## src/hw/rtl/owm_pkg.sv

```systemverilog
package owm_pkg;

	localparam int NREG       = 8;
	localparam int REG_IDX_W  = 3;
	localparam int CFG_DATA_W = 12;

	// register indexes
	localparam logic [REG_IDX_W-1:0] REG_RESET_LOW     = 3'd0;
	localparam logic [REG_IDX_W-1:0] REG_PRESENCE_WAIT = 3'd1;
	localparam logic [REG_IDX_W-1:0] REG_PRESENCE_TAIL = 3'd2;
	localparam logic [REG_IDX_W-1:0] REG_SHORT_SLOT    = 3'd3;
	localparam logic [REG_IDX_W-1:0] REG_LONG_SLOT     = 3'd4;
	localparam logic [REG_IDX_W-1:0] REG_READ_HOLD     = 3'd5;
	localparam logic [REG_IDX_W-1:0] REG_READ_SAMPLE   = 3'd6;
	localparam logic [REG_IDX_W-1:0] REG_READ_TAIL     = 3'd7;

	// register values after reset, index 0 in the low slot
	localparam logic [NREG-1:0][CFG_DATA_W-1:0] CFG_RESET = {
		12'd60, 12'd10, 12'd5, 12'd64, 12'd6, 12'd300, 12'd70, 12'd550
	};

	localparam logic [7:0] READ_MSB = 8'h80;

	typedef enum logic [2:0] {
		K_TICK  = 3'd0,
		K_RESET = 3'd1,
		K_WBYTE = 3'd2,
		K_RBYTE = 3'd3,
		K_WBIT  = 3'd4,
		K_RBIT  = 3'd5
	} cmd_kind_t;

	typedef struct packed {
		logic [2:0] kind;
		logic [7:0] data_in;
		logic       line_level;
	} owm_item_t;

	typedef struct packed {
		logic       drive_low;
		logic       busy_res;
		logic       done_res;
		logic       no_presence;
		logic [7:0] read_data;
		logic       rejected;
	} owm_res_t;

endpackage

```

## src/hw/rtl/owm_seq.sv

```systemverilog
module owm_seq import owm_pkg::*; #(
	parameter int CFG_W          = 12,
	parameter int RECOVERY_TICKS = 2
) (
	input  logic                       clk,
	input  logic                       arst_n,
	input  logic                       step_en,
	input  owm_item_t                  item,
	input  logic [NREG-1:0][CFG_W-1:0] regs,
	output owm_res_t                   res_next
);

	typedef enum logic [3:0] {
		PH_IDLE     = 4'd0,
		PH_RST_LOW  = 4'd1,
		PH_RST_WAIT = 4'd2,
		PH_RST_TAIL = 4'd3,
		PH_RECOV    = 4'd4,
		PH_WR_LOW   = 4'd5,
		PH_WR_TAIL  = 4'd6,
		PH_RD_HOLD  = 4'd7,
		PH_RD_WAIT  = 4'd8,
		PH_RD_TAIL  = 4'd9
	} phase_t;

	phase_t           phase_q, phase_d;
	logic [2:0]       op_q, op_d;
	logic [CFG_W-1:0] cnt_q, cnt_d;
	logic [3:0]       bit_q, bit_d;
	logic [7:0]       shift_q, shift_d;
	logic             pres_q, pres_d;

	logic [CFG_W-1:0] len;
	logic [CFG_W-1:0] cnt_inc;
	logic [3:0]       bit_inc;
	logic             slot_end;
	logic             fin;
	logic             rej;
	logic             byte_op;
	logic             write_op;
	logic [7:0]       fin_data;

	function automatic logic [CFG_W-1:0] at_least_one(input logic [CFG_W-1:0] v);
		return (v == '0) ? CFG_W'(1) : v;
	endfunction

	assign byte_op  = (op_q == K_WBYTE) || (op_q == K_RBYTE);
	assign write_op = (op_q == K_WBYTE) || (op_q == K_WBIT);
	assign cnt_inc  = cnt_q + CFG_W'(1);
	assign bit_inc  = bit_q + 4'd1;

	// length of the running phase, zero lengths count as one tick
	always_comb begin
		unique case (phase_q)
			PH_RST_LOW:  len = at_least_one(regs[REG_RESET_LOW]);
			PH_RST_WAIT: len = at_least_one(regs[REG_PRESENCE_WAIT]);
			PH_RST_TAIL: len = at_least_one(regs[REG_PRESENCE_TAIL]);
			PH_RECOV:    len = CFG_W'(RECOVERY_TICKS);
			PH_WR_LOW:   len = at_least_one(shift_q[0] ? regs[REG_SHORT_SLOT]
			                                           : regs[REG_LONG_SLOT]);
			PH_WR_TAIL:  len = at_least_one(shift_q[0] ? regs[REG_LONG_SLOT]
			                                           : regs[REG_SHORT_SLOT]);
			PH_RD_HOLD:  len = at_least_one(regs[REG_READ_HOLD]);
			PH_RD_WAIT:  len = at_least_one(regs[REG_READ_SAMPLE]);
			PH_RD_TAIL:  len = at_least_one(regs[REG_READ_TAIL]);
			default:     len = CFG_W'(1);
		endcase
	end

	always_comb begin
		phase_d  = phase_q;
		op_d     = op_q;
		cnt_d    = cnt_q;
		bit_d    = bit_q;
		shift_d  = shift_q;
		pres_d   = pres_q;
		slot_end = 1'b0;
		fin      = 1'b0;
		rej      = 1'b0;

		unique case (item.kind)
			K_TICK: begin
				if (phase_q != PH_IDLE) begin
					if (cnt_inc >= len) begin
						cnt_d = '0;
						unique case (phase_q)
							PH_RST_LOW: begin
								phase_d = PH_RST_WAIT;
							end
							PH_RST_WAIT: begin
								pres_d = item.line_level;
								if (item.line_level || (regs[REG_PRESENCE_TAIL] == '0)) begin
									fin     = 1'b1;
									phase_d = PH_IDLE;
								end else begin
									phase_d = PH_RST_TAIL;
								end
							end
							PH_RST_TAIL: begin
								fin     = 1'b1;
								phase_d = PH_IDLE;
							end
							PH_RECOV: begin
								phase_d = write_op ? PH_WR_LOW : PH_RD_HOLD;
							end
							PH_WR_LOW: begin
								phase_d = PH_WR_TAIL;
							end
							PH_WR_TAIL: begin
								shift_d  = {1'b0, shift_q[7:1]};
								slot_end = 1'b1;
							end
							PH_RD_HOLD: begin
								phase_d = PH_RD_WAIT;
							end
							PH_RD_WAIT: begin
								if (op_q == K_RBIT) begin
									shift_d = {7'd0, item.line_level};
								end else begin
									shift_d = {1'b0, shift_q[7:1]} |
										(item.line_level ? READ_MSB : 8'd0);
								end
								if (regs[REG_READ_TAIL] == '0) begin
									slot_end = 1'b1;
								end else begin
									phase_d = PH_RD_TAIL;
								end
							end
							PH_RD_TAIL: begin
								slot_end = 1'b1;
							end
							default: begin
								phase_d = PH_IDLE;
							end
						endcase
						// next bit of a byte, or the command is over
						if (slot_end) begin
							bit_d = bit_inc;
							if (byte_op && (bit_inc < 4'd8)) begin
								phase_d = PH_RECOV;
							end else begin
								fin     = 1'b1;
								phase_d = PH_IDLE;
							end
						end
					end else begin
						cnt_d = cnt_inc;
					end
				end
			end
			K_RESET, K_WBYTE, K_RBYTE, K_WBIT, K_RBIT: begin
				if (phase_q != PH_IDLE) begin
					rej = 1'b1;
				end else begin
					op_d  = item.kind;
					bit_d = 4'd0;
					cnt_d = '0;
					unique case (item.kind)
						K_RESET: begin
							shift_d = 8'd0;
							phase_d = PH_RST_LOW;
						end
						K_WBYTE: begin
							shift_d = item.data_in;
							phase_d = PH_RECOV;
						end
						K_WBIT: begin
							shift_d = {7'd0, item.data_in[0]};
							phase_d = PH_RECOV;
						end
						default: begin
							shift_d = 8'd0;
							phase_d = PH_RECOV;
						end
					endcase
				end
			end
			default: begin
				// unused kind codes leave everything as it is
			end
		endcase
	end

	always_comb begin
		if (fin && (op_q == K_RBYTE)) begin
			fin_data = shift_d;
		end else if (fin && (op_q == K_RBIT)) begin
			fin_data = {7'd0, shift_d[0]};
		end else begin
			fin_data = 8'd0;
		end
	end

	assign res_next.drive_low   = (phase_d == PH_RST_LOW) || (phase_d == PH_WR_LOW) ||
	                              (phase_d == PH_RD_HOLD);
	assign res_next.busy_res    = (phase_d != PH_IDLE);
	assign res_next.done_res    = fin;
	assign res_next.no_presence = pres_d;
	assign res_next.read_data   = fin_data;
	assign res_next.rejected    = rej;

	always_ff @(posedge clk or negedge arst_n) begin
		if (!arst_n) begin
			phase_q <= PH_IDLE;
			op_q    <= 3'd0;
			cnt_q   <= '0;
			bit_q   <= 4'd0;
			shift_q <= 8'd0;
			pres_q  <= 1'b0;
		end else if (step_en) begin
			phase_q <= phase_d;
			op_q    <= op_d;
			cnt_q   <= cnt_d;
			bit_q   <= bit_d;
			shift_q <= shift_d;
			pres_q  <= pres_d;
		end
	end

endmodule

```

## config.mk

```make
export PLATFORM = sky130hd
export DESIGN_NAME = owm_seq
export DESIGN_NICKNAME = d
export VERILOG_FILES = /design/src/hw/rtl/owm_pkg.sv /design/src/hw/rtl/owm_seq.sv
export SDC_FILE = /design/constraint.sdc
export NUM_CORES = 1
export LEC_CHECK = 0
export BUFFER_PORTS_ARGS = -buffer_cell sky130_fd_sc_hd__buf_2
export CORE_ASPECT_RATIO = 1.5
export CORE_MARGIN = 8
export CORE_UTILIZATION = 47
export CTS_CLUSTER_DIAMETER = 30
export DETAILED_ROUTE_END_ITERATION = 10
export PLACE_DENSITY = 0.78
export SKIP_LAST_GASP = 1
export SLEW_MARGIN = 20
export SYNTH_ARGS = -nofsm -noshare
export SYNTH_HDL_FRONTEND = slang
export SYNTH_SLANG_ARGS = --single-unit
```

## constraint.sdc

```tcl
create_clock -name clk -period 3.7 [get_ports clk]
set_input_delay 0.37 -clock clk [delete_from_list [all_inputs] [get_ports clk]]
set_output_delay 0.37 -clock clk [all_outputs]
set_load 0.03 [all_outputs]
```

==> flow_summary.yaml <==
power:
  finalPower_mw: 3.60
  peakVddDrop_mv: 0.465
  cellLeakagePower_nw: 3.01
  p_per_area_nw_per_um2: 538
critical_path:
  worstSetupEndpointType: "output pin"
  r2r_start: "phase_q[3]"
  cp_slowest_cell: "o211ai_1"
  cp_cell_sequence: "nand2b_4, nor2_4, buf_6, buf_6, a22oi_2, o211ai_1, a211oi_2, ha_1, and4_4, o2111ai_4, o31a_1, buf_4, a21oi_4, a2bb2oi_2, a211oi_2, buf_4"
  worst-setup-path-type: "reg2out"
  rrSetupSlack_ns: -0.18
  crit_family: "compound AO/OA/AOI/OAI gates"
  crit_buf_inv: 4
  cp-start-kind: "register"
  worstPathMaxFanout: 6
  max_stage_delay_ns: 0.50
  arrival_ns: 4.02
  crit_start: "phase_q[3]"
  crit_required_ns: 3.33
floorplanning:
  start_util: 0.475
  ioPinCount: 124
  core_um2: 7910
  die_w_um: 89.0
  die_h_um: 125
  dieArea_um2: 11200
  row_count: 40
placement:
  io_buffers: 123
  pre_cts_ws_ns: -0.684
  place_hpwl_mm: 13.8
  gp_congestion: 0.972
route:
  dr.pass1.iters: 5
  final_antenna_net_count: 0
  wl_per_cell_um: 23.0
  drc: 0
  drt_iter0_markers: 614
  drt_wl_total_mm: 19.7
  num_vias: 5673
  viasPerCell: 6.62
timing:
  final_hold_viol_count: 0
  setup_viol: 16
  slew_violations: 0
  fin_crit_ns: 4.39
  fmax_mhz: 228
  worst_pin_slew_ns: 0.900
  clock_skew_ns: 0.00436
  maxSlewHeadroom: 0.396
  fin_ws_ns: -0.690
  rsz0062_at_grt: "yes"
  min_period_over_period: 1.19
grt:
  grt-ovfl-total: 0
  grt_pass1_wl_mm: 28.8
  grt_pass1_vias: 5819
  antenna_found_initial: 0
  grt_max_degree: 33
  met1_usage: 0.337
  grt_use_met2: 0.585
  grtUsageTotal: 0.329
  grt_use_met3: 0.0597
  grt_busiest_layer: "met2"
layout:
  seq_area_um2: 807
  diodes: 0
  drive_above_1_share: 0.563
  nets: 876
  syn_to_final_growth_pct: 78.2
  fillerInstances: 449
  multiInputGateArea_um2: 3350
synth:
  synth_fp_nets: 589
  synth_edf_count: 0
  ys_seq_area_frac: 0.213
  synth_flop_cell: "dfrtp_1"
  netlist_instances: 464
  syn-cell-area_um2: 3750
  yosysWarnings: 0
  async_flop_share: 1.00
  syn_area_per_cell_um2: 8.09
  ys_seq_elements: 32
  yosysUniqueCellTypes: 72
cts:
  cts.sinks: 32
  path_clk_slew_ns: 0.06
  h-tree-depth: 2
  cts_made_buffers: 5
  clock_latency_ns: 0.29
  clock_path_buffers: 2
  cts_tree: "yes"
  cts_hold_buf: 0
  cts-root-buf: "clkbuf_16"
status:
  status: "complete, but fails checks"
  violations: "setup timing"
flow_run:
  maxCapViolCount: 0
worst_hold_path:
  hp-class: "in2async"
[cells in the mapped netlist, types with 3 or more instances]
cell / n / share of area
inv_1: 6 / 0.0060
a32oi_1: 3 / 0.0070
a211oi_1: 6 / 0.012
a22o_1: 9 / 0.021
clkbuf_1: 20 / 0.020
buf_2: 7 / 0.0093
and4_1: 3 / 0.0070
a221oi_1: 17 / 0.040
a31oi_1: 12 / 0.020
dfrtp_1: 32 / 0.21
o211ai_1: 4 / 0.0080
and3_1: 5 / 0.0083
or4_1: 4 / 0.0080
buf_4: 3 / 0.0060
nand2b_1: 4 / 0.0067
nand2_1: 44 / 0.044
o21a_1: 3 / 0.0060
nor3_1: 9 / 0.012
mux2i_1: 19 / 0.051
ha_1: 14 / 0.047
a21oi_1: 33 / 0.044
a2bb2oi_1: 3 / 0.0070
o22ai_1: 5 / 0.0083
mux2_4: 7 / 0.028
nor2_1: 32 / 0.032
o21ai_1: 3 / 0.0040
a2111oi_0: 3 / 0.0070
xor2_1: 6 / 0.014
or2_2: 3 / 0.0050
xnor2_1: 6 / 0.014
nand4_1: 4 / 0.0067
a21o_1: 3 / 0.0060
mux2_2: 8 / 0.024
nor4_1: 21 / 0.035
a311oi_1: 3 / 0.0070
o21ai_0: 22 / 0.029
or3_1: 8 / 0.013
nand3_1: 19 / 0.025
a22oi_1: 14 / 0.028
[area by class of cell]
type	count	area share
Tap cell	105	0.0196
Timing Repair Buffer	312	0.330
Inverter	7	0.00393
Clock inverter	2	0.00524
Sequential cell	32	0.121
Multi-Input combinational cell	393	0.501
Clock buffer	6	0.0193
[power by group]
| group | switching, mW | internal [mW] | leakage [nW] | total, mW |
|---|---|---|---|---|
| sequential | 0.127 | 0.441 | 0.411 | 0.568 |
| combinational | 1.31 | 1.23 | 2.52 | 2.54 |
| clock | 0.167 | 0.317 | 0.0808 | 0.484 |
| total | 1.61 | 1.99 | 3.01 | 3.60 |
[state kept, by name, summed over array words and instances (netlist names)]
register / cells
shift_q: 8
pres_q: 1
op_q: 3
phase_q: 4
cnt_q: 12
bit_q: 4
[timing repair]
item	4_1_cts	5_1_grt
hold endpoints to repair	0	0
gates resized for setup	85	38
setup buffers	23	15
endpoints found under the setup margin	41	38
pin swaps	44	35
[through the flow]
step	TNS (ns)	hold slack [ns]	instance area [um2]	cells	utilization
2_1_floorplan	-1.47	0.0744	3940	464	-
3_3_place_gp	-10.89	0.466	5690	812	0.720
3_5_place_dp	-13.21	0.473	5690	812	0.720
4_1_cts	-5.70	0.167	6400	843	0.809
5_1_grt	-10.88	0.193	6690	857	0.846
6_report	-7.56	0.139	6690	857	0.846
[kinds of logic (layout without fill, tap and decap cells)]
| family | Yosys count | in the layout | synth area share |
|---|---|---|---|
| and+or+nand+nor | 168 | 168 | 0.241 |
| AOI/OAI and AO/OA | 165 | 165 | 0.324 |
| buffers and inverters | 39 | 327 | 0.0443 |
| muxes | 34 | 34 | 0.103 |
| DFF | 32 | 32 | 0.213 |
| adders and majority gates | 14 | 14 | 0.0467 |
| xor gates and xnor gates | 12 | 12 | 0.0280 |
[worst paths after layout]
path,end,cells after the start
setup reg to reg,shift_q[0],17
max in group asynchronous,phase_q[1],1
min in group clk,pres_q,2
setup / recovery,res_next[12],16
hold reg to reg,pres_q,1
hold / removal,cnt_q[11],1
[layer usage]
metal | vias to the layer above | part of all wire
li1 | 2432 | -
met5 | - | 0
met3 | 150 | 0.072
met1 | 2675 | 0.34
met4 | 0 | 0.075
met2 | 416 | 0.51
[placed cells by master (no fill, tap or decap), drive strengths merged, types with 14 or more instances in the layout]
| cell | netlist | routed |
|---|---|---|
| a21oi | 33 | 33 |
| a221oi | 17 | 17 |
| a22oi | 14 | 14 |
| buf | 12 | 311 |
| dfrtp | 32 | 32 |
| ha | 14 | 14 |
| mux2 | 15 | 15 |
| mux2i | 19 | 19 |
| nand2 | 44 | 44 |
| nand3 | 19 | 19 |
| nor2 | 33 | 33 |
| nor4 | 22 | 22 |
| o21ai | 25 | 25 |
(Power assumes the default switching activity.)
