**src/hw/rtl/owm_pkg.sv**
```systemverilog
package owm_pkg;

	localparam int NREG       = 8;
	localparam int REG_IDX_W  = 3;
	localparam int CFG_DATA_W = 12;

	// register indexes
	localparam logic [REG_IDX_W-1:0] REG_RESET_LOW     = 3'd0;
	localparam logic [REG_IDX_W-1:0] REG_PRESENCE_WAIT = 3'd1;
	localparam logic [REG_IDX_W-1:0] REG_PRESENCE_TAIL = 3'd2;
	localparam logic [REG_IDX_W-1:0] REG_SHORT_SLOT    = 3'd3;
	localparam logic [REG_IDX_W-1:0] REG_LONG_SLOT     = 3'd4;
	localparam logic [REG_IDX_W-1:0] REG_READ_HOLD     = 3'd5;
	localparam logic [REG_IDX_W-1:0] REG_READ_SAMPLE   = 3'd6;
	localparam logic [REG_IDX_W-1:0] REG_READ_TAIL     = 3'd7;

	// register values after reset, index 0 in the low slot
	localparam logic [NREG-1:0][CFG_DATA_W-1:0] CFG_RESET = {
		12'd60, 12'd10, 12'd5, 12'd64, 12'd6, 12'd300, 12'd70, 12'd550
	};

	localparam logic [7:0] READ_MSB = 8'h80;

	typedef enum logic [2:0] {
		K_TICK  = 3'd0,
		K_RESET = 3'd1,
		K_WBYTE = 3'd2,
		K_RBYTE = 3'd3,
		K_WBIT  = 3'd4,
		K_RBIT  = 3'd5
	} cmd_kind_t;

	typedef struct packed {
		logic [2:0] kind;
		logic [7:0] data_in;
		logic       line_level;
	} owm_item_t;

	typedef struct packed {
		logic       drive_low;
		logic       busy_res;
		logic       done_res;
		logic       no_presence;
		logic [7:0] read_data;
		logic       rejected;
	} owm_res_t;

endpackage

```
**src/hw/rtl/owm_cfg_regs.sv**
```systemverilog
module owm_cfg_regs import owm_pkg::*; #(
	parameter int CFG_W = 12
) (
	input  logic                            clk,
	input  logic                            arst_n,
	input  logic                            wr_en,
	input  logic [REG_IDX_W-1:0]            wr_index,
	input  logic [CFG_DATA_W-1:0]           wr_data,
	output logic [NREG-1:0][CFG_W-1:0]      regs
);

	logic [NREG-1:0][CFG_W-1:0] regs_q;

	always_ff @(posedge clk or negedge arst_n) begin
		if (!arst_n) begin
			for (int i = 0; i < NREG; i++) begin
				regs_q[i] <= CFG_RESET[i][CFG_W-1:0];
			end
		end else if (wr_en) begin
			regs_q[wr_index] <= wr_data[CFG_W-1:0];
		end
	end

	assign regs = regs_q;

endmodule

```
**config.mk**
```make
export PLATFORM = sky130hd
export DESIGN_NAME = owm_cfg_regs
export DESIGN_NICKNAME = d
export VERILOG_FILES = /design/src/hw/rtl/owm_pkg.sv /design/src/hw/rtl/owm_cfg_regs.sv
export SDC_FILE = /design/constraint.sdc
export NUM_CORES = 1
export LEC_CHECK = 0
export BUFFER_PORTS_ARGS = -buffer_cell sky130_fd_sc_hd__buf_2
export CORE_MARGIN = 1.5
export CORE_UTILIZATION = 51
export DETAILED_ROUTE_END_ITERATION = 16
export GPL_TIMING_DRIVEN = 0
export PLACE_DENSITY = 0.79
export SETUP_SLACK_MARGIN = 0.02
export SYNTH_ARGS = -nofsm -noshare
export SYNTH_HDL_FRONTEND = slang
export SYNTH_SLANG_ARGS = --single-unit
export TNS_END_PERCENT = 1
```
**constraint.sdc**
```tcl
create_clock -name clk -period 1 [get_ports clk]
set_clock_uncertainty 0.2 [all_clocks]
set_input_delay 0.1 -clock clk [delete_from_list [all_inputs] [get_ports clk]]
set_output_delay 0.1 -clock clk [all_outputs]
set_load 0.1 [all_outputs]
```
==> results of run 1 <==
[per-stage QoR]
stage / util (%) / area (um2) / instances
3_5_place_dp: 68.3 / 4710 / 418
4_1_cts: 87.5 / 6040 / 434
5_1_grt: 89.8 / 6200 / 434
2_1_floorplan: - / 4000 / 208
3_3_place_gp: 67.8 / 4680 / 417
6_report: 89.8 / 6200 / 434
[logic make-up after synthesis]
group / share of synthesized area (%)
buf+inv: 2.03
mux: 29.3
flops: 65.8
simple gates: 2.85
[metal layers]
metal / GRT usage, % / vias to the layer above
li1: - / 992
met1: 34.9 / 1263
met2: 50.2 / 100
met3: 6.31 / 18
met4: 6.11 / 0
met5: 0 / -
[final cells by class]
| type | instances | area [um2] |
|---|---|---|
| flip-flops and latches | 96 | 2720 |
| repair buffers | 114 | 1600 |
| multi-input cells | 104 | 1460 |
| fillers | 261 | 704 |
| clock buffers | 12 | 155 |
| well taps | 96 | 120 |
| plain buffers | 8 | 109 |
| clock inverters | 4 | 51.3 |
[power by group through the flow]
stage	clock network (mW)	logic [mW]	registers (mW)
after global placement	0	8.50	5.74
after global routing	2.84	11.1	6.32
after detailed placement	0	8.60	5.80
after floorplan	0	0.854	12.3
final	2.71	10.9	6.24
after CTS	2.64	10.5	6.07
[Yosys cell counts]
library cell and count:
buf_6 4, dfstp_2 22, mux2_2 96, nor4b_4 1
and4bb_4 3, buf_4 4, dfrtp_1 74, nand4_1 1
nand4b_1 3
[cell usage in the layout (no fill, tap or decap)]
cell type / n
buf_4: 4
dfrtp_4: 44
clkinvlp_4: 1
buf_12: 41
dfrtp_2: 30
mux2_2: 24
and4bb_4: 3
buf_16: 1
buf_2: 12
clkbuf_1: 1
mux2_4: 72
buf_8: 12
inv_6: 1
nand4b_1: 3
bufinv_16: 1
clkinv_2: 1
nand4_1: 1
clkbuf_8: 11
dfstp_4: 22
buf_6: 52
nor4b_4: 1
[what timing repair did]
item / CTS / global route
endpoints found under the hold margin: 175 / 175
pin swaps: 3 / 1
setup endpoints to repair: 185 / 192
cloned: 0 / 0
setup buffers: 0 / 0
resized for setup: 321 / 40
[path summary, 6_finish.rpt]
kind	slack, ps	cells past startpoint	to	start
worst max-delay path	-490	1	regs[88]	regs[88]
worst min-delay path	-550	1	regs[81]	arst_n
worst max register to register	-120	1	regs[7]	regs[7]
worst min register to register	340	1	regs[49]	regs[49]
max in group asynchronous	450	2	regs[54]	arst_n
min in group clk	-100	2	regs[49]	wr_data[1]
==> reports/metrics.yaml, run 1 <==
hold_path:
  hp-class: "input port to asynchronous set/reset pin"
global_route:
  gr-total-overflow: 0
  grt_max_degree: 74
  grt_pass1_wl_um: 15700
  grt_util_all_layers_pct: 28.0
  antenna_found_initial: 0
  first_global_vias: 2642
sta:
  worst_pin_slew_ps: 361
  layout_min_cycle_time_ps: 1490
  rsz0062_at_grt: "true"
  holdWs_ps: -554
  slew_viol_final: 0
  slew_headroom_pct: 75.9
  fmax_mhz: 672
  fin_tns_setup_ps: -37960
  finalSetupViolations: 186
  setup_slack_ps: -488
  period_share_pct: 149
  hold_viol: 175
logic_synthesis:
  ys_seq_elements: 96
  yosysWarnings: 0
  synth_area_leaders: "dfrtp_1 (50%), mux2_2 (29%), dfstp_2 (16%), and4bb_4 (1.3%), buf_6 (1.2%)"
  syn_inst: 208
  yosysTopAreaCell: "dfrtp_1"
  syn_area_per_cell_um2: 17.7
  yosysUniqueCellTypes: 9
  synth_fp_nets: 226
  syn_area_mm2: 0.00369
  synth-seq-area-share_pct: 65.8
  synth_top_area_share_pct: 50.2
placed_design:
  portBuffers: 113
  place_ws_ps: -511
  gp_congestion: 0.708
  hpwl_um: 5490
pwr:
  combPwrFrac_pct: 54.9
  p_switching_mw: 9.78
  power_density_mw_per_mm2: 3200
  p_leak_nw: 2.73
  p_clk_share_pct: 13.6
  ir_drop_v: 0.00207
  power_mw: 19.9
  sw_frac_of_total_pct: 49.2
  power.internal_mw: 10.1
  power_frac_seq_pct: 31.4
detailed_routing:
  top_layer: "met4"
  antenna_left: 0
  detail_route.vias_per_cell: 5.47
  num_vias: 2373
  drc: 0
  wire_per_inst_um: 25.6
  dr_wl_met3_um: 594
  drt_first_pass_iters: 4
  drtIter0Drc: 94
  routed_wl_um: 11100
  dr_wl_met2_um: 5830
  m1WireLength_um: 4420
critical_path:
  cpPeakStageDelay_ps: 660
  critPathArrivalTime_ps: 1190
  crit_path_max_fanout: 2
  endpoint_kind: "output port"
  path_cells: "buf_12"
  worstPathRequired_ps: 700
  crit_type: "register to output port"
  cp-start-kind: "register"
  cpMaxStageDelayCell: "dfstp_4"
  cpLargestDelayFamily: "flip-flops"
  path_buf_inv: 1
clocking:
  htreeDepth: 3
  clock_path_buffers: 2
  cts_tree: "built"
  cts_root_buf: "clkbuf_8"
  clk_latency_ps: 340
  numCtsBuffers: 9
  clock-sinks: 96
  cts.clk_slew.worst_paths_ps: 100
cells_and_area:
  diodes: 0
  final_nets: 351
  synthToLayoutAreaGrowth_pct: 68.0
  drive_gt1_share_pct: 98.5
  largest_reg_flops: 96
floorplan:
  rows: 30
  die_w_um: 88.1
  core_mm2: 0.00691
  die_y_um: 88.1
  start_util_pct: 53.4
  dieArea_mm2: 0.00776
  ioPinCount: 114
job:
  max_cap_viol_count: 0
status:
  status: "finished with violations"
  violations: "hold timing, setup timing"
No activity file was read; power rests on OpenSTA's default activity.
==> run 2, diff against run 1 <==
--- a/config.mk
+++ b/config.mk
@@ -9,7 +9,7 @@
 export CORE_MARGIN = 1.5
 export CORE_UTILIZATION = 51
 export DETAILED_ROUTE_END_ITERATION = 16
-export GPL_TIMING_DRIVEN = 0
+export GPL_TIMING_DRIVEN = 1
 export PLACE_DENSITY = 0.79
 export SETUP_SLACK_MARGIN = 0.02
 export SYNTH_ARGS = -nofsm -noshare
==> reports/metrics.yaml, run 2 <==
status:
  status: "did not finish"
  failed_stage: "clock tree synthesis (4_1_cts)"
  error_line: "[ERROR DPL-0033] detailed placement checks failed during check placement."
logic_synthesis:
  synth_edf_count: 0  # unchanged
  synth_fp_nets: 226  # unchanged
  synth_top_area_share_pct: 50.2  # unchanged
  yosysTopAreaCell: "dfrtp_1"
  synth_top_family_by_area: "multiplexers"
  synth-seq-area-share_pct: 65.8  # unchanged
  yosysWarnings: 0  # unchanged
  synth_area_leaders: "dfrtp_1 (50%), mux2_2 (29%), dfstp_2 (16%), and4bb_4 (1.3%), buf_6 (1.2%)"
  synthFlopType: "dfrtp_1"
  synthXorXnorAreaFrac_pct: 0  # unchanged
  synthAdderAreaFrac_pct: 0  # unchanged
  synthTopCellsByCount: "mux2_2 (96), dfrtp_1 (74), dfstp_2 (22)"
  synthArstFlopShare_pct: 100  # unchanged
  synth_mux_area_share_pct: 29.3  # unchanged
  ys_seq_elements: 96  # unchanged
  yosysUniqueCellTypes: 9  # unchanged
  syn_area_mm2: 0.00369  # unchanged
  yosysMostFrequentCell: "mux2_2"
  synth-compound-area-share_pct: 0  # unchanged
  syn_area_per_cell_um2: 17.7  # unchanged
  syn_inst: 208  # unchanged
  synthSimpleGateAreaFrac_pct: 2.85  # unchanged
floorplan:
  die_w_um: 88.1  # unchanged
  die_y_um: 88.1  # unchanged
  rows: 30  # unchanged
  start_util_pct: 53.4  # unchanged
  ioPinCount: 114  # unchanged
clocking:
  cts_resized: 60  # -81%
  numCtsBuffers: 9  # unchanged
  cts_setup_buffers: 1  # +1
  hold_buffers: 1
  cts_root_buf: "clkbuf_8"
  clock_path_buffers: 2  # unchanged
  clock-sinks: 96  # unchanged
  htreeDepth: 3  # unchanged
placed_design:
  gp_congestion: 0.755  # +6.7%
  portBuffers: 113  # unchanged
  hpwl_um: 7370  # +34%
  dp.cells: 421  # +0.72%
  placed_area_mm2: 0.00626  # +33%
-- run 2: metrics by stage --
stage,setup WS [ps],TNS (ps)
floorplan,-238,-23310
global placement,-421,-33580
detailed placement,-480,-38130
-- run 2: logic make-up after synthesis --
family                 Yosys count
muxes                           96
and+or+nand+nor                  8
DFF                             96
buffers and inverters            8
==> run 3, diff against run 2 <==
--- a/config.mk
+++ b/config.mk
@@ -7,11 +7,10 @@
 export LEC_CHECK = 0
 export BUFFER_PORTS_ARGS = -buffer_cell sky130_fd_sc_hd__buf_2
 export CORE_MARGIN = 1.5
-export CORE_UTILIZATION = 51
+export CORE_UTILIZATION = 40
 export DETAILED_ROUTE_END_ITERATION = 16
 export GPL_TIMING_DRIVEN = 1
-export PLACE_DENSITY = 0.79
-export SETUP_SLACK_MARGIN = 0.02
+export PLACE_DENSITY_LB_ADDON = 0.15
 export SYNTH_ARGS = -nofsm -noshare
 export SYNTH_HDL_FRONTEND = slang
 export SYNTH_SLANG_ARGS = --single-unit
==> reports/metrics.yaml, run 3 (synthesis gave the netlist of run 1 again) <==
critical_path:
  cp-start-kind: "register"
  path_buf_inv: 1
  path_cells: "buf_12"
  reg2reg_depth: 2
  crit_path_max_fanout: 2
  crit_type: "register to output port"
  cpPeakStageDelay_ps: 640
  critPathArrivalTime_ps: 1180
  worst-path-stages: 1
  cpLargestDelayFamily: "flip-flops"
  worstPathRequired_ps: 700
  cpMaxStageDelayCell: "dfstp_4"
  endpoint_kind: "output port"
cells_and_area:
  final_area_mm2: 0.00666
  layout_common_cells: "buf_12 (102), mux2_4 (51), mux2_2 (45)"
  final_common_cell: "buf_12"
  largest_reg_flops: 96
  final_nets: 358
  multi_input_area_mm2: 0.00138
  register_area_mm2: 0.00272
  synthToLayoutAreaGrowth_pct: 80.3
  drive_gt1_share_pct: 98.0
  diodes: 0
  fill_cells: 512
  post-route-util_pct: 75.2
global_route:
  grt_busiest_layer: "met2"
  grt_pass1_wl_um: 15000
  first_global_vias: 2470
  met3_usage_pct: 5.96
  antenna_found_initial: 0
  grtUsageMet1_pct: 29.0
  grt_max_degree: 35
  gr-total-overflow: 0
  grt_util_all_layers_pct: 20.8
  grt_use_met2_pct: 31.7
detailed_routing:
  routed_wl_um: 9630
  antenna_left: 0
  drtIter0Drc: 57
  num_vias: 2326
  drc: 0
  drt_first_pass_iters: 4
  wire_per_inst_um: 21.3
  detail_route.vias_per_cell: 5.13
clocking:
  cts_root_buf: "clkbuf_8"
  numCtsBuffers: 9  # unchanged
  clk_latency_ps: 360
  clock-sinks: 96  # unchanged
  cts.clk_slew.worst_paths_ps: 100
  htreeDepth: 3  # unchanged
  clock_path_buffers: 2  # unchanged
  hold_buffers: 1  # unchanged
  cts_tree: "built"
sta:
  finalSetupViolations: 189
  slew_viol_final: 0
  worst_pin_slew_ps: 270
  period_share_pct: 148
  holdWs_ps: -126
  layout_min_cycle_time_ps: 1480
  slew_headroom_pct: 82.0
  fmax_mhz: 675
  rsz0062_at_grt: "true"
  hold_viol: 104
  setup_slack_ps: -482
floorplan:
  core_mm2: 0.00885
  dieArea_mm2: 0.00981
  start_util_pct: 41.7  # -12 points
  die_y_um: 99.1  # +12%
  die_w_um: 99.1  # +12%
  rows: 34  # +13%
  ioPinCount: 114  # unchanged
placed_design:
  hpwl_um: 6510  # -12%
  portBuffers: 113  # unchanged
  place_ws_ps: -471  # +8.97 ps
  gp_congestion: 0.698  # -7.6%
  placed_area_mm2: 0.00625  # -0.12%
hold_path:
  min_delay_path_depth: 2
  hp-class: "input port to register"
job:
  max_cap_viol_count: 0
status:
  status: "finished with violations"
  violations: "hold timing, setup timing"
pwr:
  p_leak_nw: 2.86
  ir_drop_v: 0.00175
  power_density_mw_per_mm2: 3090
[run 3: path summary, 6_finish.rpt]
check                      slack [ps]        from  endpoint
max                              -480     regs[1]   regs[1]
min                              -130  wr_data[9]  regs[69]
max reg2reg                      -140    regs[13]  regs[13]
min reg2reg                       360    regs[34]  regs[34]
max in group asynchronous         120      arst_n  regs[60]
min in group asynchronous         -50      arst_n  regs[80]
[run 3: cell type report]
type | count | area share [%]
repair buffers | 129 | 33.5
clock buffers | 12 | 2.18
flip-flops and latches | 96 | 40.8
clock inverters | 4 | 0.808
multi-input cells | 104 | 20.7
well taps | 108 | 2.03
[run 3: metal layers]
metal,routed length [um],up-vias
li1,-,1015
met1,4400,1236
met2,4650,63
met3,449,12
met4,128,0
met5,0,-
[run 3: stage by stage]
step	cells	TNS, ps	power (mW)
detailed placement	435	-35880	17.8
global placement	435	-33780	17.7
CTS	452	-38850	20.6
finish	453	-37660	20.5
floorplan	208	-23310	13.1
global route	453	-42510	21.1
[run 3: timing repair]
action / in CTS / in global routing
setup endpoints to repair: 192 / 192
buffers inserted: 0 / 1
cloned: 0 / 0
resized for setup: 43 / 9
pin swaps: 2 / 1
hold endpoints to repair: 192 / 104
[run 3: power breakdown]
part	switching (mW)	internal [mW]
logic	7.34	4.30
clock network	1.35	1.23
registers	0.985	5.33
